--- src/hdl/jet_energy_resolution_macros.svh ---
// ----------------------------------------------------------------------------
// Jet energy resolution assertion macros
// Shared property templates for the checks inside the RTL modules.
// ----------------------------------------------------------------------------
`ifndef JET_ENERGY_RESOLUTION_MACROS_SVH
`define JET_ENERGY_RESOLUTION_MACROS_SVH

// Same-cycle implication, disabled during reset.
`define JER_ASSERT_IMPL(label, clk, rst_n, ante, cons, msg) \
  label: assert property (@(posedge clk) disable iff (!rst_n) (ante) |-> (cons)) else $error(msg);

// Next-cycle implication, disabled during reset.
`define JER_ASSERT_NEXT(label, clk, rst_n, ante, cons, msg) \
  label: assert property (@(posedge clk) disable iff (!rst_n) (ante) |=> (cons)) else $error(msg);

`endif

--- src/hdl/jer_pkg.sv ---
// ----------------------------------------------------------------------------
// Jet energy resolution package
// Word types, status codes, coefficient tables and elaboration-time helpers.
// ----------------------------------------------------------------------------
`default_nettype none

package jer_pkg;

  localparam int ET_W       = 24;
  localparam int RES_W      = 20;
  localparam int BIN_W      = 3;
  localparam int NBINS      = 6;
  localparam int DEC_SCALE  = 100000;
  localparam int Q_DEPTH    = 4;
  localparam int Q_PW       = 2;
  localparam int LOG_STEPS  = 32;
  localparam int DIV_STEPS  = 28;
  localparam int POW_LAT    = 34;
  localparam int SQRT_STEPS = 22;

  localparam logic [1:0] ST_OK      = 2'd0;
  localparam logic [1:0] ST_ETA_OUT = 2'd1;
  localparam logic [1:0] ST_ZERO_ET = 2'd2;
  localparam logic [1:0] ST_SAT     = 2'd3;

  localparam logic [RES_W-1:0] RES_MAX = 20'hFFFFF;

  typedef struct packed {
    logic [23:0]        et;
    logic signed [15:0] eta;
  } jer_in_t;

  typedef struct packed {
    logic [19:0] rel_resolution;
    logic [1:0]  status;
  } jer_out_t;

  typedef struct packed {
    logic [23:0]      et;
    logic [BIN_W-1:0] bin;
    logic [1:0]       cls;
  } jer_job_t;

  typedef struct packed {
    logic [BIN_W-1:0] bin;
    logic [1:0]       cls;
  } jer_side_t;

  function automatic logic [19:0] coef_n(input logic [BIN_W-1:0] b);
    case (b)
      3'd0: return 20'd396859;
      3'd1: return 20'd355226;
      3'd2: return 20'd454826;
      3'd3: return 20'd462622;
      3'd4: return 20'd253324;
      default: return 20'd295397;
    endcase
  endfunction

  function automatic logic [19:0] coef_s(input logic [BIN_W-1:0] b);
    case (b)
      3'd0: return 20'd18348;
      3'd1: return 20'd24026;
      3'd2: return 20'd22652;
      3'd3: return 20'd23664;
      3'd4: return 20'd34306;
      default: return 20'd11619;
    endcase
  endfunction

  function automatic logic [19:0] coef_m(input logic [BIN_W-1:0] b);
    case (b)
      3'd0: return 20'd62627;
      3'd1: return 20'd52571;
      3'd2: return 20'd58963;
      3'd3: return 20'd48738;
      3'd4: return 20'd28662;
      default: return 20'd96086;
    endcase
  endfunction

  // Exclusive upper edges of the |eta| bins, 12 fraction bits.
  function automatic logic [16:0] eta_edge(input logic [BIN_W-1:0] b);
    case (b)
      3'd0: return 17'd2048;
      3'd1: return 17'd4096;
      3'd2: return 17'd6144;
      3'd3: return 17'd8192;
      3'd4: return 17'd12288;
      default: return 17'd20480;
    endcase
  endfunction

  function automatic logic [63:0] isqrt64(input logic [63:0] v);
    logic [63:0] r;
    logic [63:0] b;
    logic [63:0] w;
    r = '0;
    b = 64'h1 << 62;
    w = v;
    for (int i = 0; i < 32; i++) begin
      if (w >= r + b) begin
        w = w - (r + b);
        r = (r >> 1) + b;
      end else begin
        r = r >> 1;
      end
      b = b >> 2;
    end
    return r;
  endfunction

  // Base-two logarithm with 32 fraction bits; only evaluated on constants.
  function automatic logic signed [63:0] log2_q32(input logic [63:0] v);
    logic [63:0] x;
    logic [31:0] fr;
    int          k;
    k  = 0;
    fr = '0;
    for (int i = 1; i < 64; i++) begin
      if ((v >> i) != 64'd0) k = i;
    end
    x = (k >= 31) ? (v >> (k - 31)) : (v << (31 - k));
    for (int i = 1; i <= 32; i++) begin
      x = (x * x) >> 31;
      if (x >= 64'h1_0000_0000) begin
        x = x >> 1;
        fr[32-i] = 1'b1;
      end
    end
    return $signed({k[31:0], fr});
  endfunction

  function automatic logic signed [47:0] log_coef(input logic [19:0] v);
    return 48'(log2_q32(64'(v)) - log2_q32(64'(DEC_SCALE)));
  endfunction

  // Constant factor 2^(2^-k) with 31 fraction bits for the exponent chain.
  function automatic logic [31:0] pow2_c(input int k);
    logic [63:0] c;
    c = 64'h1_0000_0000;
    for (int i = 1; i <= k; i++) begin
      c = isqrt64(c << 31);
    end
    return c[31:0];
  endfunction

endpackage

`default_nettype wire

--- src/hdl/jer_front.sv ---
// ----------------------------------------------------------------------------
// Jet energy resolution front end
// Finds the |eta| bin and the special case of each incoming word.
// ----------------------------------------------------------------------------
`default_nettype none

module jer_front
  import jer_pkg::*;
(
  input  wire logic     push,
  input  wire logic     q_full,
  input  wire jer_in_t  in_word,
  output logic          q_push,
  output jer_job_t      job
);

  logic [16:0]      mag;
  logic [NBINS-1:0] hit;
  logic [BIN_W-1:0] bin;

  always_comb begin
    mag = in_word.eta[15] ? (17'h10000 - {1'b0, in_word.eta}) : {1'b0, in_word.eta};
    bin = '0;
    for (int i = 0; i < NBINS; i++) begin
      hit[i] = mag < eta_edge(BIN_W'(i));
    end
    for (int i = NBINS - 1; i >= 0; i--) begin
      if (hit[i]) bin = BIN_W'(i);
    end
  end

  always_comb begin
    job.et  = in_word.et;
    job.bin = bin;
    if (hit == '0) begin
      job.cls = ST_ETA_OUT;
    end else if (in_word.et == '0) begin
      job.cls = ST_ZERO_ET;
    end else begin
      job.cls = ST_OK;
    end
  end

  assign q_push = push && !q_full;

endmodule

`default_nettype wire

--- config.mk ---
export PLATFORM = sky130hd
export DESIGN_NAME = jer_front
export DESIGN_NICKNAME = d
export VERILOG_FILES = /design/src/hdl/jet_energy_resolution_macros.svh /design/src/hdl/jer_pkg.sv /design/src/hdl/jer_front.sv
export SDC_FILE = /design/constraint.sdc
export NUM_CORES = 1
export LEC_CHECK = 0
export ABC_AREA = 1
export BUFFER_PORTS_ARGS = -buffer_cell sky130_fd_sc_hd__clkbuf_2
export CAP_MARGIN = 20
export CORE_UTILIZATION = 38
export DETAILED_ROUTE_END_ITERATION = 16
export PLACE_DENSITY = 0.95
export RECOVER_POWER = 100
export SLEW_MARGIN = 10
export SYNTH_ARGS = -nofsm -noshare
export SYNTH_HDL_FRONTEND = slang
export SYNTH_SLANG_ARGS = --single-unit
--- constraint.sdc ---
create_clock -name vclk -period 3
set_clock_uncertainty 0.2 [all_clocks]
set_input_delay 0.3 -clock vclk [all_inputs]
set_output_delay 0.3 -clock vclk [all_outputs]
set_load 0.03 [all_outputs]
==> flow_summary.ini, run 1 <==
[cells_and_area]
ff_latch_area_um2 = 0
antenna-diode-count = 0
layout.sequential_cells = 0
clkbuf_count = 0
nNetsFinal = 196
post_route_cells_drive_above_1_share_pct = 40.1
finish.utilization_pct = 50.2
area_growth_pct = 24.0

[synth]
synthDominantAreaCellType = buf_4
syn_area_um2 = 609
yosys.cell_count.top_type = nand2_1
syn-num-nets = 147
yosysWarnings = 0
ys_seq_area_share_pct = 0
post_synth_most_frequent_cells = nand2_1 (26), buf_4 (24), nor2_1 (12)
synth.lib_cells_used.distinct = 20
synthesis.instances = 105
netlist.area_leader.share_pct = 29.6
post_synth_main_area_contributors = buf_4 (30%), nand2_1 (16%), nor2_2 (8.2%)
synth_area_per_cell_um2 = 5.80

[clock_tree]
number_of_post_cts_setup_repair_buffers = 0
cts.hold.buffers_added = 0
resized_after_cts = 0

[power]
switchingPower_mw = 0.0976
power_frac_clock_pct = 0
p_seq_share_pct = 0
power_density_nw_per_um2 = 188
share_comb_of_total_power_pct = 100.0
static-leakage-power_nw = 0.405
power.ir.vdd_worst_uv = 113
cell_internal_pwr_mw = 0.0447
netSwitchingFraction_pct = 68.6

[global_route]
grt.total_usage_pct = 18.4
first_global_vias = 719
antenna_found_initial = 0
grt_overflow_total = 0
grt_first_pass_wirelength_um = 2750
largest_net_degree_at_the_start_of_global_routing = 9

[floorplan]
starting_density_of_the_core_pct = 40.4
core_area_um2 = 1510
die_w_um = 42.0
area_of_the_die_um2 = 1770
row_count = 14
boundaryPins = 72
die_y_um = 42.0

[worst_setup_path]
biggest_fanout_along_the_worst_timing_path = 3
critPathRequiredTime_ns = 2.50
crit_path_start_kind = input port
timing.critical_path.arrival_ns = 1.71
crit_path_end_kind = output port
worst-setup-path-type = input port to output port

[place]
buffer_ports.inserted = 72
place.gp.congestion = 0.879
place.detailed.hpwl_um = 1450

[detailed_routing]
dr_total_vias = 767
post-route-drc-count = 0
final_antenna_net_count = 0
dr.pass1.iters = 4
drt_wl_total_um = 1560
routed_via_density = 4.57
detailedRoute.firstIterationViolations = 12
wire_per_inst_um = 9.26

[run_status]
status = complete, no violations

[timing]
final-setup-viol-count = 0
transition_time_of_the_tightest_slew_check_pin_ns = 0.384
max_slew_margin_pct = 74.5
setup_tns_ns = 0
final-hold-violation-count = 0
max_freq_ghz = 0.452
min_period_over_period_pct = 73.7
rsz0062_at_grt = false
timing_max_transition_violations_final = 0
final_critical_period_ns = 2.21

[worst_hold_path]
timing.hold.worst.class = input port to output port

[job]
maxCapViolations = 0
## cell usage in the layout (no fill, tap or decap)
cell	synthesis	routed
or2_1	1	1
clkbuf_1	0	29
clkbuf_2	0	43
nand2_4	1	1
xor2_1	1	1
nor2_1	12	13
nor3b_2	1	1
or3_1	1	1
nand2_1	26	26
nand3b_4	1	1
nand3_2	1	1
nor2_2	8	7
nor4_1	6	6
nor2_4	1	1
nand4_1	1	1
nand2_2	5	5
inv_2	1	1
nand3_1	5	5
o21ai_0	1	1
inv_1	7	7
## power by group through the flow
stage	clock, mW	combinational (mW)	sequential, mW
finish	0	0.142	0
global route	0	0.154	0
CTS	0	0.149	0
detailed placement	0	0.148	0
global placement	0	0.145	0
floorplan	0	0.114	0
## worst paths after layout
kind,start,end,slack (ns),cells past startpoint
setup / recovery,in_word[4],job[4],0.79,13
hold / removal,in_word[36],job[25],0.69,2
## kinds of logic after synthesis
logic type,Yosys count,share of synthesized area (%)
AOI/OAI and AO/OA,1,0.821
and+or+nand+nor,70,60.8
buffers and inverters,33,37.0
xor gates and xnor gates,1,1.44
## through the flow
| stage | hold WS, ns | instances | worst slack [ns] | area, um2 | total power [mW] |
|---|---|---|---|---|---|
| CTS | 0.660 | 168 | 0.921 | 795 | 0.149 |
| floorplan | 0.512 | 105 | 1.10 | 609 | 0.114 |
| global route | 0.692 | 168 | 0.577 | 756 | 0.154 |
| detailed placement | 0.658 | 168 | 0.922 | 795 | 0.148 |
| global placement | 0.658 | 168 | 0.988 | 795 | 0.145 |
| finish | 0.685 | 168 | 0.789 | 756 | 0.142 |
## worst max-delay path, cell delays in order
cell and delay, ns:
clkbuf_2 0.09, nor2_1 0.09, nand2_1 0.06, nor2_1 0.20
nand2_2 0.10, nand2_2 0.09, nand2_2 0.06, nand2_4 0.08
nand3b_4 0.09, nand2_2 0.10, inv_2 0.05, nor2_2 0.07
clkbuf_1 0.32
## routing by layer
| metal | up-vias | track usage (%) | routed length [um] |
|---|---|---|---|
| met3 | 0 | 0.862 | 57 |
| met5 | - | 0 | 0 |
| met4 | 0 | 3.75 | 0 |
| met2 | 22 | 36.9 | 873 |
| met1 | 334 | 21.3 | 624 |
| li1 | 411 | - | - |
## cell type report
class / instances / area [um2]
timing repair buffer: 72 / 324
fill: 178 / 751
inverter: 8 / 30.0
tap: 16 / 20.0
multi-input combinational: 72 / 382
No activity file was read; power rests on OpenSTA's default activity.
==> run 2, diff against run 1 <==
Settings changed: CORE_UTILIZATION 38 to 35, PLACE_DENSITY 0.95 to 0.88.
Clock period 3 ns to 2.2 ns, I/O delays scaled along.
==> run 2 against run 1 <==
The flow now finishes with violations (DRC). Final cell count unchanged. Critical path type unchanged. Global-route usage down 0.33 points. Core utilization down 1.5 points. First-iteration DRC count up 110%. Critical path depth down 2. Count of clock-buffer cells in the layout unchanged. Die area up 8.2%. Cell area up 0.50%. Non-clock buffer count unchanged. Worst setup slack worse by 0.65 ns. Power up 39%.
==> flow_summary.ini, run 2 (synthesized netlist as in run 1, its figures left out) <==
[timing]
rsz0062_at_grt = false
final_critical_period_ns = 2.06
post-route-worst-setup-slack_ns = 0.140
setup_tns_ns = 0
max_slew_margin_pct = 74.4
min_period_over_period_pct = 93.6
transition_time_of_the_tightest_slew_check_pin_ns = 0.385
max_freq_ghz = 0.485
final-setup-viol-count = 0
timing_max_transition_violations_final = 0
hold_ws_ns = 0.526
final-hold-violation-count = 0

[detailed_routing]
detailedRoute.firstIterationViolations = 25
routed_via_density = 4.80
dr.pass1.iters = 10
dr_total_vias = 806
wire_per_inst_um = 10.7
drt_wl_total_um = 1800
post-route-drc-count = 2
final_antenna_net_count = 0

[floorplan]
boundaryPins = 72
core_area_um2 = 1560
row_count = 14
starting_density_of_the_core_pct = 39.1
die_y_um = 43.7
area_of_the_die_um2 = 1910
die_w_um = 43.7

[cells_and_area]
final_common_cell = clkbuf_2
layoutNonFillerInstCount = 168
layout.sequential_cells = 0
final_area_um2 = 759
clkbuf_count = 0
nNetsFinal = 196
finish.utilization_pct = 48.7
layout_common_cells = clkbuf_2 (46), nand2_1 (27), clkbuf_1 (26)
antenna-diode-count = 0
area_growth_pct = 24.6
ff_latch_area_um2 = 0
post_route_cells_drive_above_1_share_pct = 42.1

[worst_setup_path]
cp_slowest_cell = clkbuf_1
worst-setup-path-type = input port to output port
timing.critical_path.arrival_ns = 1.64
crit_chain = clkbuf_2, nor2_2, nand2_1, nor2_2, nand2_2, nand2_2, nand2_2, nand2_4, nand3b_4, nor3b_2, clkbuf_1
cp_slowest_stage_delay_ns = 0.34
crit_path_start_kind = input port
critPathRequiredTime_ns = 1.78
crit_path_end_kind = output port
crit_buf_inv = 2
worst_path_dominant_cell_family = simple AND/OR/NAND/NOR gates
crit_path_frequent_cell = nand2_2
biggest_fanout_along_the_worst_timing_path = 3
critical_path.startpoint = in_word[10]

[global_route]
largest_net_degree_at_the_start_of_global_routing = 9
grt.total_usage_pct = 18.1
first_global_vias = 698
grt_overflow_total = 0
grt_first_pass_wirelength_um = 2800
antenna_found_initial = 0

[power]
post-layout-total-power_mw = 0.198
power_density_nw_per_um2 = 260
power.ir.vdd_worst_uv = 149
static-leakage-power_nw = 0.414

[place]
post-place-ws_ns = 0.264
place.gp.congestion = 0.883
place.detailed.hpwl_um = 1620
place_area_um2 = 795
placedCellCount = 168
buffer_ports.inserted = 72

[clock_tree]
number_of_post_cts_setup_repair_buffers = 0
resized_after_cts = 0
cts.hold.buffers_added = 0

[worst_hold_path]
timing.hold.worst.class = input port to output port
worst_hold_startpoint = in_word[33]

[run_status]
status = complete, but fails checks
violations = DRC

[job]
maxCapViolations = 0
-- run 2: cell count changes in the layout (fill, tap and decap cells not counted) --
cell / previous run / this run
nor2_1: 13 / 12
clkbuf_2: 43 / 46
nor2_2: 7 / 8
nand2_2: 5 / 4
nand2_1: 26 / 27
clkbuf_1: 29 / 26
-- run 2: layer usage --
metal / global-route usage, % / up-vias / routed length, um
met3: 0.417 / 2 / 114
met5: 0 / - / 0
met1: 20.3 / 358 / 630
met2: 38.2 / 38 / 1040
li1: - / 408 / -
met4: 1.25 / 0 / 12
-- run 2: layout make-up --
cell class / count / area, um2
fill: 182 / 800
inverter: 8 / 30.0
multi-input combinational: 72 / 382
tap: 16 / 20.0
timing repair buffer: 72 / 328
-- run 2: power by group --
part / total [mW] / internal [mW] / switching (mW)
Clock: 0 / 0 / 0
Sequential: 0 / 0 / 0
Combinational: 0.198 / 0.0618 / 0.136
Total: 0.198 / 0.0618 / 0.136
-- run 2: path summary, 6_finish.rpt --
check	endpoint	cells after the start
setup / recovery	job[3]	11
hold / removal	job[22]	2
==> run 3, diff against run 2 <==
Settings changed: BUFFER_PORTS_ARGS -buffer_cell sky130_fd_sc_hd__clkbuf_2 to not set, CORE_AREA set to 2 2 39 41, CORE_UTILIZATION 35 to not set, DIE_AREA set to 0 0 41 43, DONT_BUFFER_PORTS set to 1, PLACE_DENSITY 0.88 to 0.64.
==> run 3 against run 2 <==
The flow now finishes without violations. First-iteration DRC count fell by 68%. Count of clock-buffer cells in the layout unchanged. Critical path depth shrank 1. Sequential share of layout area is the same. Worst hold slack got worse by 0.29 ns. Core utilization is 18 points lower. Power shrank 63%. Global-route usage decreased by 6.8 points. Critical endpoint unchanged. Non-clock buffer count fell by 71. Largest cell class unchanged. Via count down 36%. Worst setup slack improved by 0.19 ns. Combinational power decreased by 63%.
==> flow_summary.ini, run 3 (synthesized netlist as in run 1, its figures left out) <==
[worst_setup_path]
crit_path_frequent_cell = nand2_2
worst_path_dominant_cell_family = simple AND/OR/NAND/NOR gates
worst-setup-path-type = input port to output port
crit_path_end_kind = output port
critPathRequiredTime_ns = 1.78
cp_slowest_stage_delay_ns = 0.33
crit_buf_inv = 1
crit_path_start_kind = input port
cp_slowest_cell = clkbuf_1
biggest_fanout_along_the_worst_timing_path = 3
timing.critical_path.arrival_ns = 1.45
crit_chain = nor2_1, nand2_1, nor2_1, nand2_2, nand2_2, nand2_2, nand2_4, nand3b_4, nor3b_2, clkbuf_1

[cells_and_area]
antenna-diode-count = 0
layout_common_cells = nand2_1 (27), nor2_1 (14), inv_1 (7)
final_area_um2 = 430
nNetsFinal = 125
final_common_cell = nand2_1
ff_latch_area_um2 = 0
area_growth_pct = -29.4
clkbuf_count = 0
layout.sequential_cells = 0
n_fill_cell = 164
post_route_cells_drive_above_1_share_pct = 19.8

[global_route]
largest_net_degree_at_the_start_of_global_routing = 9
first_global_vias = 450
grt.total_usage_pct = 11.3
grt_overflow_total = 0
antenna_found_initial = 0
grt_first_pass_wirelength_um = 1500

[detailed_routing]
dr_total_vias = 512
drt_wl_total_um = 995
detailedRoute.firstIterationViolations = 8
wire_per_inst_um = 10.3
post-route-drc-count = 0
dr.pass1.iters = 2
final_antenna_net_count = 0
routed_via_density = 5.28

[floorplan]
starting_density_of_the_core_pct = 44.0
die_w_um = 41
die_y_um = 43
row_count = 14
boundaryPins = 72
core_area_um2 = 1380
area_of_the_die_um2 = 1760

[timing]
rsz0062_at_grt = false
min_period_over_period_pct = 85.2
transition_time_of_the_tightest_slew_check_pin_ns = 0.540
max_slew_margin_pct = 63.9
max_freq_ghz = 0.534
final_critical_period_ns = 1.87
hold_ws_ns = 0.240
setup_tns_ns = 0
final-setup-viol-count = 0
timing_max_transition_violations_final = 0
final-hold-violation-count = 0

[place]
place.detailed.hpwl_um = 905
buffer_ports.inserted = 0
place_area_um2 = 442
place.gp.congestion = 0.735

[power]
power_frac_clock_pct = 0
share_comb_of_total_power_pct = 100.0
power_density_nw_per_um2 = 172
power.ir.vdd_worst_uv = 60.7
netSwitchingFraction_pct = 69.9
switchingPower_mw = 0.0518
cell_internal_pwr_mw = 0.0223
p_seq_share_pct = 0
static-leakage-power_nw = 0.193

[clock_tree]
resized_after_cts = 0
number_of_post_cts_setup_repair_buffers = 0
cts.hold.buffers_added = 0

[job]
maxCapViolations = 0

[run_status]
status = complete, no violations

[worst_hold_path]
timing.hold.worst.class = input port to output port
-- run 3: cell count changes in the layout (fill, tap and decap cells not counted) --
cell      previous run  this run
nor2_1              12        14
clkbuf_1            26         1
clkbuf_2            46         0
nor2_2               8         6
-- run 3: worst paths after layout --
path / slack (ns) / from / cells after the start / endpoint
worst max-delay path: 0.33 / in_word[6] / 10 / job[3]
worst min-delay path: 0.24 / in_word[22] / 0 / job[11]
-- run 3: layout make-up --
class / count / area [um2] / area share (%)
repair buffers: 1 / 3.75 / 0.872
inverters: 8 / 30.0 / 6.98
well taps: 16 / 20.0 / 4.65
multi-input cells: 72 / 377 / 87.5
-- run 3: metrics by stage --
stage	total power [mW]	util (%)	worst slack [ns]	cells
final	0.0741	31.1	0.326	97
after global placement	0.0765	31.9	0.396	97
after CTS	0.0775	31.9	0.355	97
after global routing	0.0828	31.1	0.101	97
after floorplan	0.155	-	0.461	105
after detailed placement	0.0774	31.9	0.358	97
-- run 3: metal layers --
layer  track usage, %  vias up  part of all wire, %
li1                 -      258                    -
met1             14.6      213                   40
met2             19.1       41                   45
met3             1.57        0                   15
met4             2.00        0                    0
met5                0        -                    0
-- run 3: power groups by stage --
stage                     combinational, mW  clock, mW  sequential [mW]
after detailed placement             0.0774          0                0
after global placement               0.0765          0                0
after floorplan                       0.155          0                0
after CTS                            0.0775          0                0
after global routing                 0.0828          0                0
final                                0.0741          0                0
