[src/hdl/jet_energy_resolution_macros.svh]
// ----------------------------------------------------------------------------
// Jet energy resolution assertion macros
// Shared property templates for the checks inside the RTL modules.
// ----------------------------------------------------------------------------
`ifndef JET_ENERGY_RESOLUTION_MACROS_SVH
`define JET_ENERGY_RESOLUTION_MACROS_SVH

// Same-cycle implication, disabled during reset.
`define JER_ASSERT_IMPL(label, clk, rst_n, ante, cons, msg) \
  label: assert property (@(posedge clk) disable iff (!rst_n) (ante) |-> (cons)) else $error(msg);

// Next-cycle implication, disabled during reset.
`define JER_ASSERT_NEXT(label, clk, rst_n, ante, cons, msg) \
  label: assert property (@(posedge clk) disable iff (!rst_n) (ante) |=> (cons)) else $error(msg);

`endif

[src/hdl/jer_pkg.sv]
// ----------------------------------------------------------------------------
// Jet energy resolution package
// Word types, status codes, coefficient tables and elaboration-time helpers.
// ----------------------------------------------------------------------------
`default_nettype none

package jer_pkg;

  localparam int ET_W       = 24;
  localparam int RES_W      = 20;
  localparam int BIN_W      = 3;
  localparam int NBINS      = 6;
  localparam int DEC_SCALE  = 100000;
  localparam int Q_DEPTH    = 4;
  localparam int Q_PW       = 2;
  localparam int LOG_STEPS  = 32;
  localparam int DIV_STEPS  = 28;
  localparam int POW_LAT    = 34;
  localparam int SQRT_STEPS = 22;

  localparam logic [1:0] ST_OK      = 2'd0;
  localparam logic [1:0] ST_ETA_OUT = 2'd1;
  localparam logic [1:0] ST_ZERO_ET = 2'd2;
  localparam logic [1:0] ST_SAT     = 2'd3;

  localparam logic [RES_W-1:0] RES_MAX = 20'hFFFFF;

  typedef struct packed {
    logic [23:0]        et;
    logic signed [15:0] eta;
  } jer_in_t;

  typedef struct packed {
    logic [19:0] rel_resolution;
    logic [1:0]  status;
  } jer_out_t;

  typedef struct packed {
    logic [23:0]      et;
    logic [BIN_W-1:0] bin;
    logic [1:0]       cls;
  } jer_job_t;

  typedef struct packed {
    logic [BIN_W-1:0] bin;
    logic [1:0]       cls;
  } jer_side_t;

  function automatic logic [19:0] coef_n(input logic [BIN_W-1:0] b);
    case (b)
      3'd0: return 20'd396859;
      3'd1: return 20'd355226;
      3'd2: return 20'd454826;
      3'd3: return 20'd462622;
      3'd4: return 20'd253324;
      default: return 20'd295397;
    endcase
  endfunction

  function automatic logic [19:0] coef_s(input logic [BIN_W-1:0] b);
    case (b)
      3'd0: return 20'd18348;
      3'd1: return 20'd24026;
      3'd2: return 20'd22652;
      3'd3: return 20'd23664;
      3'd4: return 20'd34306;
      default: return 20'd11619;
    endcase
  endfunction

  function automatic logic [19:0] coef_m(input logic [BIN_W-1:0] b);
    case (b)
      3'd0: return 20'd62627;
      3'd1: return 20'd52571;
      3'd2: return 20'd58963;
      3'd3: return 20'd48738;
      3'd4: return 20'd28662;
      default: return 20'd96086;
    endcase
  endfunction

  // Exclusive upper edges of the |eta| bins, 12 fraction bits.
  function automatic logic [16:0] eta_edge(input logic [BIN_W-1:0] b);
    case (b)
      3'd0: return 17'd2048;
      3'd1: return 17'd4096;
      3'd2: return 17'd6144;
      3'd3: return 17'd8192;
      3'd4: return 17'd12288;
      default: return 17'd20480;
    endcase
  endfunction

  function automatic logic [63:0] isqrt64(input logic [63:0] v);
    logic [63:0] r;
    logic [63:0] b;
    logic [63:0] w;
    r = '0;
    b = 64'h1 << 62;
    w = v;
    for (int i = 0; i < 32; i++) begin
      if (w >= r + b) begin
        w = w - (r + b);
        r = (r >> 1) + b;
      end else begin
        r = r >> 1;
      end
      b = b >> 2;
    end
    return r;
  endfunction

  // Base-two logarithm with 32 fraction bits; only evaluated on constants.
  function automatic logic signed [63:0] log2_q32(input logic [63:0] v);
    logic [63:0] x;
    logic [31:0] fr;
    int          k;
    k  = 0;
    fr = '0;
    for (int i = 1; i < 64; i++) begin
      if ((v >> i) != 64'd0) k = i;
    end
    x = (k >= 31) ? (v >> (k - 31)) : (v << (31 - k));
    for (int i = 1; i <= 32; i++) begin
      x = (x * x) >> 31;
      if (x >= 64'h1_0000_0000) begin
        x = x >> 1;
        fr[32-i] = 1'b1;
      end
    end
    return $signed({k[31:0], fr});
  endfunction

  function automatic logic signed [47:0] log_coef(input logic [19:0] v);
    return 48'(log2_q32(64'(v)) - log2_q32(64'(DEC_SCALE)));
  endfunction

  // Constant factor 2^(2^-k) with 31 fraction bits for the exponent chain.
  function automatic logic [31:0] pow2_c(input int k);
    logic [63:0] c;
    c = 64'h1_0000_0000;
    for (int i = 1; i <= k; i++) begin
      c = isqrt64(c << 31);
    end
    return c[31:0];
  endfunction

endpackage

`default_nettype wire

[src/hdl/jer_queue.sv]
// ----------------------------------------------------------------------------
// Jet energy resolution job queue
// Short register queue that decouples the front end from the datapath.
// ----------------------------------------------------------------------------
`default_nettype none
`include "jet_energy_resolution_macros.svh"

module jer_queue
  import jer_pkg::*;
(
  input  wire logic     clk,
  input  wire logic     rst_n,
  input  wire logic     wr,
  input  wire jer_job_t din,
  output logic          q_full,
  input  wire logic     rd_req,
  output logic          q_empty,
  output jer_job_t      dout
);

  jer_job_t        slot_r [Q_DEPTH];
  logic [Q_PW-1:0] wr_ptr_r;
  logic [Q_PW-1:0] rd_ptr_r;
  logic [Q_PW:0]   count_r;
  logic [Q_PW:0]   count_nxt;
  logic            rd;

  assign q_full  = count_r == (Q_PW+1)'(Q_DEPTH);
  assign q_empty = count_r == '0;
  assign rd      = rd_req && !q_empty;
  assign dout    = slot_r[rd_ptr_r];

  always_comb begin
    count_nxt = count_r;
    if (wr && !rd) count_nxt = count_r + 1'b1;
    if (!wr && rd) count_nxt = count_r - 1'b1;
  end

  always_ff @(posedge clk) begin
    if (!rst_n) begin
      wr_ptr_r <= '0;
      rd_ptr_r <= '0;
      count_r  <= '0;
    end else begin
      if (wr) wr_ptr_r <= wr_ptr_r + 1'b1;
      if (rd) rd_ptr_r <= rd_ptr_r + 1'b1;
      count_r <= count_nxt;
    end
  end

  always_ff @(posedge clk) begin
    if (wr) slot_r[wr_ptr_r] <= din;
  end

  `JER_ASSERT_IMPL(a_count_bound, clk, rst_n, 1'b1, count_r <= (Q_PW+1)'(Q_DEPTH), "queue count over depth")
  `JER_ASSERT_IMPL(a_ptr_empty, clk, rst_n, count_r == '0, wr_ptr_r == rd_ptr_r, "pointers differ when empty")

endmodule

`default_nettype wire

[config.mk]
export PLATFORM = sky130hd
export DESIGN_NAME = jer_queue
export DESIGN_NICKNAME = d
export VERILOG_FILES = /design/src/hdl/jer_pkg.sv /design/src/hdl/jer_queue.sv
export VERILOG_INCLUDE_DIRS = /design/src /design/src/hdl
export SDC_FILE = /design/constraint.sdc
export NUM_CORES = 1
export LEC_CHECK = 0
export BUFFER_PORTS_ARGS = -buffer_cell sky130_fd_sc_hd__buf_4
export CORE_UTILIZATION = 56
export CTS_CLUSTER_DIAMETER = 100
export DETAILED_ROUTE_END_ITERATION = 8
export PLACE_DENSITY = 0.82
export SLEW_MARGIN = 20
export SYNTH_ARGS = -nofsm -noshare
export SYNTH_HDL_FRONTEND = slang
export SYNTH_SLANG_ARGS = --single-unit
export TNS_END_PERCENT = 20
[constraint.sdc]
create_clock -name clk -period 1.98 [get_ports clk]
set_input_delay 0 -clock clk [delete_from_list [all_inputs] [get_ports clk]]
set_output_delay 0 -clock clk [all_outputs]
set_load 0.03 [all_outputs]
==> results of run 1 <==
kinds of logic after synthesis:
kind of cell,after synthesis
AO/OA/AOI/OAI,7
XOR/XNOR,3
adder cells (fa/ha/maj),6
buffers and inverters,12
flip-flops,125
multiplexers,30
AND/OR/NAND/NOR,17
power breakdown:
group / total (mW) / internal (mW) / switching [mW]
sequential: 3.15 / 3.07 / 0.0799
combinational: 1.92 / 0.880 / 1.04
clock: 3.09 / 1.93 / 1.16
total: 8.16 / 5.88 / 2.28
stage by stage:
| stage | worst slack, ns | std cells | area (µm²) |
|---|---|---|---|
| after floorplan | 0.0722 | 200 | 4670 |
| after global placement | 0.0962 | 368 | 5340 |
| after detailed placement | -0.0843 | 368 | 5340 |
| after CTS | 0.0154 | 433 | 6270 |
| after global routing | 0.00300 | 433 | 6280 |
| final | 0.0724 | 433 | 6280 |
worst max-delay path, stage by stage (launching register included):
cell	delay [ns]
dfxtp_2	0.37
nor3_4	0.06
nor2b_2	0.14
ha_2	0.20
inv_1	0.05
fa_1	0.37
xor2_1	0.16
or3_1	0.30
a21boi_1	0.17
synth_stat cells (2+ instances only):
library cell / number / area [µm²]
or3_1: 2 / 12.5
and2_1: 7 / 43.8
edfxtp_1: 116 / 3480
o21ai_0: 5 / 25.0
inv_1: 6 / 22.5
dfxtp_1: 9 / 180
mux4_2: 28 / 631
nor2b_1: 2 / 12.5
buf_2: 2 / 10.0
nand2_1: 3 / 11.3
xor2_1: 2 / 17.5
a21boi_0: 2 / 15.0
ha_1: 5 / 62.6
state kept, by name, indices dropped and copies added, names as in the netlist, named ones only:
signal	flops
rd_ptr_r	2
count_r	3
slot_r	116
wr_ptr_r	2
how the worst max path moves through the flow:
stage / cells past startpoint / end / from
3_3_place_gp: 8 / count_r[2] / count_r[1]
6_report: 8 / count_r[2] / count_r[2]
5_1_grt: 8 / count_r[2] / count_r[2]
4_1_cts: 8 / count_r[2] / count_r[1]
2_1_floorplan: 8 / count_r[2] / count_r[0]
3_5_place_dp: 8 / count_r[2] / count_r[2]
repair_timing:
| item | 4_1_cts | 5_1_grt |
|---|---|---|
| resized for setup | 3 | 3 |
| endpoints found under the hold margin | 125 | 0 |
| gates cloned | 0 | 0 |
| setup endpoints to repair | 1 | 1 |
| hold buffers | 33 | 0 |
final cells by class:
class | instances | area share, %
clock inverters | 15 | 2.97
repair buffers | 105 | 14.7
clock buffers | 17 | 6.60
inverters | 6 | 0.359
well taps | 102 | 2.03
flip-flops and latches | 125 | 58.4
multi-input cells | 63 | 14.9
layer usage:
metal  GRT usage (%)  wire length [µm]
met4            9.74               183
met1            26.4              3360
met5               0                 0
met3            7.48               542
met2            40.3              4870
==> metrics.md, run 1 <==
| Metric | Value |
|---|---|
| Post-Synth Adder-Cell Area | 1.77% |
| R2r setup slk | 0.07 ns |
| Most frequent cells in the layout | 116 x edfxtp_1, 68 x buf_4, 33 x dlygate4sd3_1, 28 x mux4_2, 16 x clkbuf_16 |
| Crit Path Max Fanout | 5 |
| Worst skew pair latency | 0.51 ns |
| DP HPWL | 4770 µm |
| Average wire per standard cell | 20.7 µm |
| Largest net degree at the start of global routing | 30 |
| Drt total wl | 8960 µm |
| Mean Syn Cell Area | 23.3 µm² |
| Final count of hold timing violations | 0 |
| Fin crit period | 1.91 ns |
| Hold_ws | 0.227 ns |
| CP endpoint kind | flip-flop |
| Async S/R FF share, synth | 0% |
| Drt first pass iters | 5 |
| Final setup viols | 0 |
| Vias in the first global route | 2570 |
| CTS buffer count | 17 |
| Worst slew pin tran | 0.418 ns |
| Worst min-delay path startpoint | din[1] |
| Flops & latches, synth | 125 |
| Multi-input logic area | 937 µm² |
| Maximum vdd drop | 853 µV |
| Initial DRC Count | 109 |
| Deepest clock path buffer count | 2 |
| Critical path class | reg -> reg |
| XOR/XNOR Fraction of Synth Area | 0.564% |
| Leakage power | 2.20 nW |
| # IOs | 64 |
| Num rows | 32 |
| Ys flop type | edfxtp_1 |
| Drt via density | 5.54 |
| Commonest non-fill, non-tap cell in the layout | edfxtp_1 |
| Chip height | 93.2 µm |
| Seq. cell area | 3670 µm² |
| EDFF count, synth | 116 |
| Post-CTS setup buffers | 0 |
| Sequential area share after synthesis | 78.6% |
| Antenna Diode Count | 0 |
| Fin util | 79.6% |
| DR DRC count | 0 |
| Yosys warns | 0 |
| RR Startpoint | count_r[2] |
| Gpl congestion | 0.674 |
| Critical path required time | 2.41 ns |
| Post-Synthesis Cells | 200 |
| Antenna viol nets, final | 0 |
| CTS Root Cell | clkbuf_8 |
| Cell variety after synth | 24 |
| Slew HR | 72.1% |
| CTS tree | built |
| Fraction of layout cells with a size suffix above 1 | 42.6% |
| Hold endpoint | slot_r[3][1] |
| Layout Skew | 0.00539 ns |
| IO Port Bufs | 63 |
| H-tree depth | 4 |
| Filler Cell Count | 370 |
| Post-Syn Area | 4660 µm² |
| Worst hold stages | 2 |
| Reg2Reg Depth | 8 |
| Crit path launch type | flip-flop |
| Mapped Nets | 239 |
| Unrepaired setup endpoints after global routing | no |
| Hold Crit Class | in -> reg |
| Global-route wire length before repair | 13700 µm |
| Aggregate global routing overflow | 0 |
| Final setup TNS | 0 ns |
| Initial core utilization | 59.1% |
| Post-Synth Simple-Gate Area | 2.31% |
| Largest family of logic cells by synthesized area | multiplexers |
| Part of the cycle the worst path needs | 96.3% |
| Core ar. | 7890 µm² |
| Fmax | 524 MHz |
| Vias | 2400 |
| Worst R2R End | count_r[2] |
| Max Slew Vio Count | 0 |
| Layout area overhead | 34.6% |
| Post-synthesis mux area share | 14.3% |
| WP data arrival | 2.34 ns |
| Total chip power | 8.16 mW |
| Status | finished clean |
| Die W | 93.2 µm |
| Die area | 8690 µm² |
| Clk slew on worst S/H paths | 0.06 ns |
| Tot GR Track Use | 23.2% |
| Final net count | 357 |
| PwrDens | 1300 nW/µm² |
| Initial antenna violation count | 0 |
| Clk sinks | 125 |
| Synth Area in Compound Gates | 0.859% |
| Max Cap Viol | 0 |
No activity file was read; power rests on OpenSTA's default activity.
==> run 2, diff against run 1 <==
--- a/config.mk
+++ b/config.mk
@@ -8,6 +8,7 @@
 export LEC_CHECK = 0
 export BUFFER_PORTS_ARGS = -buffer_cell sky130_fd_sc_hd__buf_4
 export CORE_UTILIZATION = 56
+export CTS_BUF_LIST = sky130_fd_sc_hd__clkbuf_16
 export CTS_CLUSTER_DIAMETER = 100
 export DETAILED_ROUTE_END_ITERATION = 8
 export PLACE_DENSITY = 0.82
==> run 2 against run 1 <==
  * Power is 0.90% higher
  * Combinational power hardly changed
  * Die area stayed put
  * Core utilization is 0.11 points higher
  * Via count is 1.4% lower
  * Flip-flop and latch count stayed put
==> metrics.md, run 2 (synthesis gave the netlist of run 1 again) <==
| Metric | Value |
|---|---|
| Max Slew Vio Count | 0 (unchanged) |
| Vias in the first global route | 2601 (+1.2%) |
| CTS tree | built |
| CTS buffer count | 17 (unchanged) |
| Post-CTS setup buffers | 0 (unchanged) |
| Drt first pass iters | 4 (-1) |
| Status | finished clean |
| Initial DRC Count | 140 (+28%) |
| Initial antenna violation count | 0 (unchanged) |
| Deepest clock path buffer count | 2 (unchanged) |
| Drt via density | 5.47 (-1.4%) |
| Largest reg by FF count | slot_r |
| Critical path required time | 2.30 ns (-0.11 ns) |
| Slew HR | 71.1% (-0.97 points) |
| Final net count | 357 (unchanged) |
| Largest regs | slot_r (116), count_r (3) |
| Die area | 8690 µm² (unchanged) |
| Gpl congestion | 0.674 (unchanged) |
| DP HPWL | 4770 µm (unchanged) |
| Maximum vdd drop | 840 µV (-1.5%) |
| Layout Skew | 0.00421 ns (-0.00118 ns) |
| Initial core utilization | 59.1% (unchanged) |
| Area post-placement | 5340 µm² (unchanged) |
| Hold_ws | 0.337 ns (+0.111 ns) |
| Non-filler cells, final | 433 (unchanged) |
| Global-route wire length before repair | 13800 µm (+1.2%) |
| Vias | 2367 (-1.4%) |
| Unrepaired setup endpoints after global routing | no |
| IO Port Bufs | 63 (unchanged) |
| WP data arrival | 2.21 ns (-0.13 ns) |
| Worst skew pair latency | 0.40 ns (-0.11 ns) |
| Leakage power | 2.21 nW (+0.32%) |
| Die W | 93.2 µm (unchanged) |
| CTS Root Cell | clkbuf_16 |
| PwrDens | 1310 nW/µm² (+0.76%) |
| Max reg flops | 116 (unchanged) |
| Antenna Diode Count | 0 (unchanged) |
| # IOs | 64 (unchanged) |
| Post-layout instance area | 6290 µm² (+0.14%) |
| DR DRC count | 0 (unchanged) |
| Core ar. | 7890 µm² (unchanged) |
| Fmax | 529 MHz (+1.0%) |
| Layout area overhead | 34.8% |
| H-tree depth | 4 (unchanged) |
| Part of the cycle the worst path needs | 95.4% (-0.96 points) |
| Multi-input logic area | 935 µm² (-0.27%) |
| Filler Cell Count | 374 (+1.1%) |
| Crit path launch type | flip-flop |
| Fin crit period | 1.89 ns (-0.0190 ns) |
| Worst slew pin tran | 0.433 ns (+0.0146 ns) |
| Fraction of layout cells with a size suffix above 1 | 42.3% (-0.30 points) |
| Final setup viols | 0 (unchanged) |
| Clk slew on worst S/H paths | 0.05 ns (about the same) |
| Commonest non-fill, non-tap cell in the layout | edfxtp_1 |
| CP endpoint kind | flip-flop |
| Seq. cell area | 3670 µm² (unchanged) |
| Chip height | 93.2 µm (unchanged) |
| Num rows | 32 (unchanged) |
| Antenna viol nets, final | 0 (unchanged) |
| Largest net degree at the start of global routing | 30 (unchanged) |
| Drt total wl | 9000 µm (+0.42%) |
| Final count of hold timing violations | 0 (unchanged) |
| Max Cap Viol | 0 (unchanged) |
| Most frequent cells in the layout | 116 x edfxtp_1, 68 x buf_4, 33 x dlygate4sd3_1, 28 x mux4_2, 17 x clkbuf_16 |
| Aggregate global routing overflow | 0 (unchanged) |
| Tot GR Track Use | 23.5% (+0.29 points) |
| Critical path class | reg -> reg |
| Average wire per standard cell | 20.8 µm (+0.42%) |
| Fin util | 79.7% (+0.11 points) |
| DP Cell Count | 368 (unchanged) |
| Hold Crit Class | in -> reg |
| Clk sinks | 125 (unchanged) |
| Crit Path Max Fanout | 5 (unchanged) |
==> run 2: per-layer routing <==
layer	up-vias	part of all wire, %	GRT usage [%]
li1	1067	-	-
met1	1192	40	28.6
met2	101	53	39.2
met3	7	6.3	7.97
met4	0	0.70	8.59
met5	-	0	0
==> run 2: worst max-delay path, cell delays in order, from the launching register on <==
cell      delay (ns)
dfxtp_2         0.37
nor3_4          0.06
nor2b_2         0.14
ha_1            0.19
inv_1           0.06
fa_1            0.37
xor2_1          0.15
or3_1           0.30
a21boi_1        0.17
==> run 2: path summary, 6_finish.rpt <==
| path | from | end | slack (ns) | depth (start not counted) |
|---|---|---|---|---|
| worst max-delay path | count_r[2] | count_r[2] | 0.09 | 8 |
| worst min register to register | rd_ptr_r[0] | rd_ptr_r[0] | 0.51 | 2 |
| worst min-delay path | din[20] | slot_r[0][20] | 0.34 | 2 |
| worst max register to register | count_r[2] | count_r[2] | 0.09 | 8 |
==> run 2: area by class of cell <==
type | count | share of cell area [%]
timing repair buffer | 105 | 14.6
clock buffer | 17 | 6.77
clock inverter | 15 | 2.97
tap | 102 | 2.03
inverter | 6 | 0.358
sequential | 125 | 58.4
multi-input combinational | 63 | 14.9
==> run 2: timing repair <==
action | 4_1_cts | 5_1_grt
setup endpoints to repair | 1 | 1
endpoints found under the hold margin | 125 | 0
resized for setup | 3 | 2
hold buffers | 33 | 0
==> run 2: per-stage QoR <==
step	power [mW]	worst slack, ns	setup TNS [ns]
2_1_floorplan	4.46	0.0722	0
3_3_place_gp	5.00	0.0962	0
3_5_place_dp	5.04	-0.0843	-0.0843
4_1_cts	8.27	0.0160	0
5_1_grt	8.52	0.00518	0
6_report	8.23	0.0914	0
==> run 2: where the power goes <==
part           internal [mW]  leakage, nW  switching [mW]  total, mW
sequential              3.07         1.14          0.0784       3.15
combinational          0.876        0.783            1.04       1.92
clock                   2.00        0.287            1.17       3.16
==> run 3, diff against run 2 <==
--- a/config.mk
+++ b/config.mk
@@ -6,12 +6,14 @@
 export SDC_FILE = /design/constraint.sdc
 export NUM_CORES = 1
 export LEC_CHECK = 0
+export ABC_AREA = 0
 export BUFFER_PORTS_ARGS = -buffer_cell sky130_fd_sc_hd__buf_4
 export CORE_UTILIZATION = 56
 export CTS_BUF_LIST = sky130_fd_sc_hd__clkbuf_16
 export CTS_CLUSTER_DIAMETER = 100
 export DETAILED_ROUTE_END_ITERATION = 8
 export PLACE_DENSITY = 0.82
+export REMOVE_ABC_BUFFERS = 1
 export SLEW_MARGIN = 20
 export SYNTH_ARGS = -nofsm -noshare
 export SYNTH_HDL_FRONTEND = slang
==> run 3 against run 2 <==
  * Register-to-register slack worse by 0.06 ns
  * Non-clock buffer count is 1 lower
  * Maximum frequency is 3.0% lower
  * Global-route usage is 0.52 points lower
  * Routed wire length is 0.20% lower
  * Clock skew is 0.0049 ns higher
  * Clock-buffer cell count stayed put
  * Combinational power hardly changed
  * Sequential power is 1% higher
  * Worst hold slack worse by 0.0040 ns
  * Power is 1.1% lower
  * Critical endpoint unchanged
==> metrics.md, run 3 (synthesis gave the netlist of run 1 again) <==
| Metric | Value |
|---|---|
| Fin crit period | 1.95 ns (+0.0577 ns) |
| Initial antenna violation count | 0 (unchanged) |
| WP data arrival | 2.27 ns (+0.06 ns) |
| Critical path required time | 2.31 ns (about the same) |
| Commonest non-fill, non-tap cell in the layout | edfxtp_1 |
| Critical path's slowest cell | fa_1 |
| Clk sinks | 125 (unchanged) |
| Hold endpoint | slot_r[0][0] |
| Worst R2R End | count_r[2] |
| Filler Cell Count | 380 (+1.6%) |
| Clk slew on worst S/H paths | 0.06 ns (about the same) |
| Final setup TNS | 0 ns (unchanged) |
| Largest net degree at the start of global routing | 30 (unchanged) |
| Reg2Reg Depth | 8 (unchanged) |
| Gpl congestion | 0.722 (+7.1%) |
| Int Power | 5.85 mW (-1.5%) |
| Drt via density | 5.54 (+1.3%) |
| Largest delay share family, worst path | simple AND/OR/NAND/NOR gates |
| # IOs | 64 (unchanged) |
| DP Cell Count | 365 (-0.82%) |
| CTS tree | built |
| Crit Path Max Fanout | 5 (unchanged) |
| CP endpoint kind | flip-flop |
| Deepest clock path buffer count | 2 (unchanged) |
| Met1 wire length | 3520 µm (-1.0%) |
| Num rows | 32 (unchanged) |
| Seq. cell area | 3670 µm² (about the same) |
| Worst skew pair latency | 0.41 ns (about the same) |
| Max Slew Vio Count | 0 (unchanged) |
| PwrDens | 1290 nW/µm² (-1.2%) |
| Largest reg by FF count | slot_r |
| RR Startpoint | count_r[2] |
| Net switching power | 2.29 mW (about the same) |
| Layout Skew | 0.00909 ns (+0.00488 ns) |
| Part of the cycle the worst path needs | 98.3% (+2.9 points) |
| IO Port Bufs | 63 (unchanged) |
| Worst hold stages | 2 (unchanged) |
| Worst Path Buf+Inv | 1 (unchanged) |
| Multi-input logic area | 937 µm² (+0.27%) |
| Worst slew pin tran | 0.761 ns (+0.328 ns) |
| Final count of hold timing violations | 0 (unchanged) |
| Vias in the first global route | 2546 (-2.1%) |
| CP Cell Sequence | nor3_2 > nor2b_2 > ha_2 > inv_1 > fa_1 > xor2_1 > or3_1 > a21boi_2 |
| CTS buffer count | 17 (unchanged) |
| R2r setup slk | 0.03 ns (-0.06 ns) |
| Leakage power | 2.20 nW (-0.61%) |
| Comb pwr share | 23.6% (+0.3 points) |
| Chip height | 93.2 µm (unchanged) |
| Sequential power share | 39.2% (+1.0 points) |
| CTS Root Cell | clkbuf_16 |
| Die W | 93.2 µm (unchanged) |
| Most frequent cells in the layout | 116 x edfxtp_1, 65 x buf_4, 33 x dlygate4sd3_1, 28 x mux4_2, 17 x clkbuf_16 |
| Max reg flops | 116 (unchanged) |
| Fraction of layout cells with a size suffix above 1 | 43.6% (+1.3 points) |
| Antenna viol nets, final | 0 (unchanged) |
| H-tree depth | 4 (unchanged) |
| Maximum vdd drop | 846 µV (+0.76%) |
| Worst min-delay path startpoint | din[0] |
| Highest metal used | met4 |
| Global-route wire length before repair | 13500 µm (-2.2%) |
| Status | finished clean |
| Met3 WL post-DR | 344 µm (-40%) |
| Aggregate global routing overflow | 0 (unchanged) |
| Non-filler cells, final | 432 (-0.23%) |
| Crit path launch type | flip-flop |
| Die area | 8690 µm² (unchanged) |
| Vias | 2393 (+1.1%) |
| DP HPWL | 4970 µm (+4.1%) |
| Layout area overhead | 34.9% (about the same) |
| Clock power share | 37.3% (-1.1 points) |
| Average wire per standard cell | 20.8 µm (about the same) |
| Initial core utilization | 59.1% (unchanged) |
| Tot GR Track Use | 22.9% (-0.52 points) |
| Slew HR | 49.3% (-22 points) |
| DR DRC count | 0 (unchanged) |
| Fmax | 514 MHz (-3.0%) |
| Antenna Diode Count | 0 (unchanged) |
| Final setup viols | 0 (unchanged) |
| Drt first pass iters | 4 (unchanged) |
| Largest regs | slot_r (116), count_r (3) |
| Drt total wl | 8980 µm (-0.20%) |
| Hold Crit Class | in -> reg |
| Met2 wire length | 4970 µm (+3.5%) |
| Initial DRC Count | 195 (+39%) |
| Final net count | 356 (-0.28%) |
| Max Cap Viol | 0 (unchanged) |
| Critical path class | reg -> reg |
| Core ar. | 7890 µm² (unchanged) |
| Fin util | 79.7% (about the same) |
| Worst path max stage delay | 0.37 ns (about the same) |
| Switching portion of total power | 28.1% (+0.30 points) |
-- run 3: worst max-delay path by stage --
stage,cells after the start,start,end
2_1_floorplan,1,flip-flop,dout[22]
3_3_place_gp,8,count_r[0],count_r[2]
3_5_place_dp,8,count_r[0],count_r[2]
4_1_cts,3,flip-flop,dout[22]
5_1_grt,8,count_r[2],count_r[2]
6_report,8,count_r[2],count_r[2]
-- run 3: stage by stage --
step	worst slack, ns	total power [mW]	hold slack [ns]	cell area, µm²
3_3_place_gp	0.0930	5.01	0.200	5340
5_1_grt	-0.0275	8.41	0.338	6290
2_1_floorplan	-0.202	4.37	0.0989	4610
6_report	0.0337	8.14	0.333	6290
4_1_cts	0.0142	8.15	0.323	6270
3_5_place_dp	-0.0550	5.05	0.202	5340
-- run 3: timing repair --
action | in CTS | in global routing
endpoints found under the setup margin | 1 | 2
endpoints found under the hold margin | 125 | 0
buffers inserted | 1 | 1
pin swaps | 0 | 1
hold buffers | 33 | 0
gates resized for setup | 1 | 6
-- run 3: metal layers --
layer	vias up	global-route usage (%)
li1	1063	-
met1	1241	27.0
met2	73	40.1
met3	16	6.10
met4	0	9.36
met5	-	0
-- run 3: cell type report --
cell class                 count  area share, %
clock buffer                  17           6.77
clock inverter                15           2.65
inverter                       6          0.358
multi-input combinational     63           14.9
sequential                   125           58.4
tap                          102           2.03
timing repair buffer         104           14.9
-- run 3: worst register-to-register path, delay by kind of cell (launching register included) --
family | cells | cell delay [ns]
and+or+nand+nor | 3 | 0.57
adders and majority gates | 2 | 0.57
DFF | 1 | 0.35
AOI/OAI and AO/OA | 1 | 0.17
xor gates and xnor gates | 1 | 0.16
buffers and inverters | 1 | 0.05
-- run 3: power groups by stage --
stage | Combinational [mW] | Clock (mW) | Sequential (mW)
floorplan | 1.08 | 0 | 3.28
detailed placement | 1.82 | 0 | 3.23
finish | 1.92 | 3.03 | 3.19
global placement | 1.79 | 0 | 3.22
CTS | 1.90 | 3.07 | 3.19
global route | 2.03 | 3.17 | 3.21
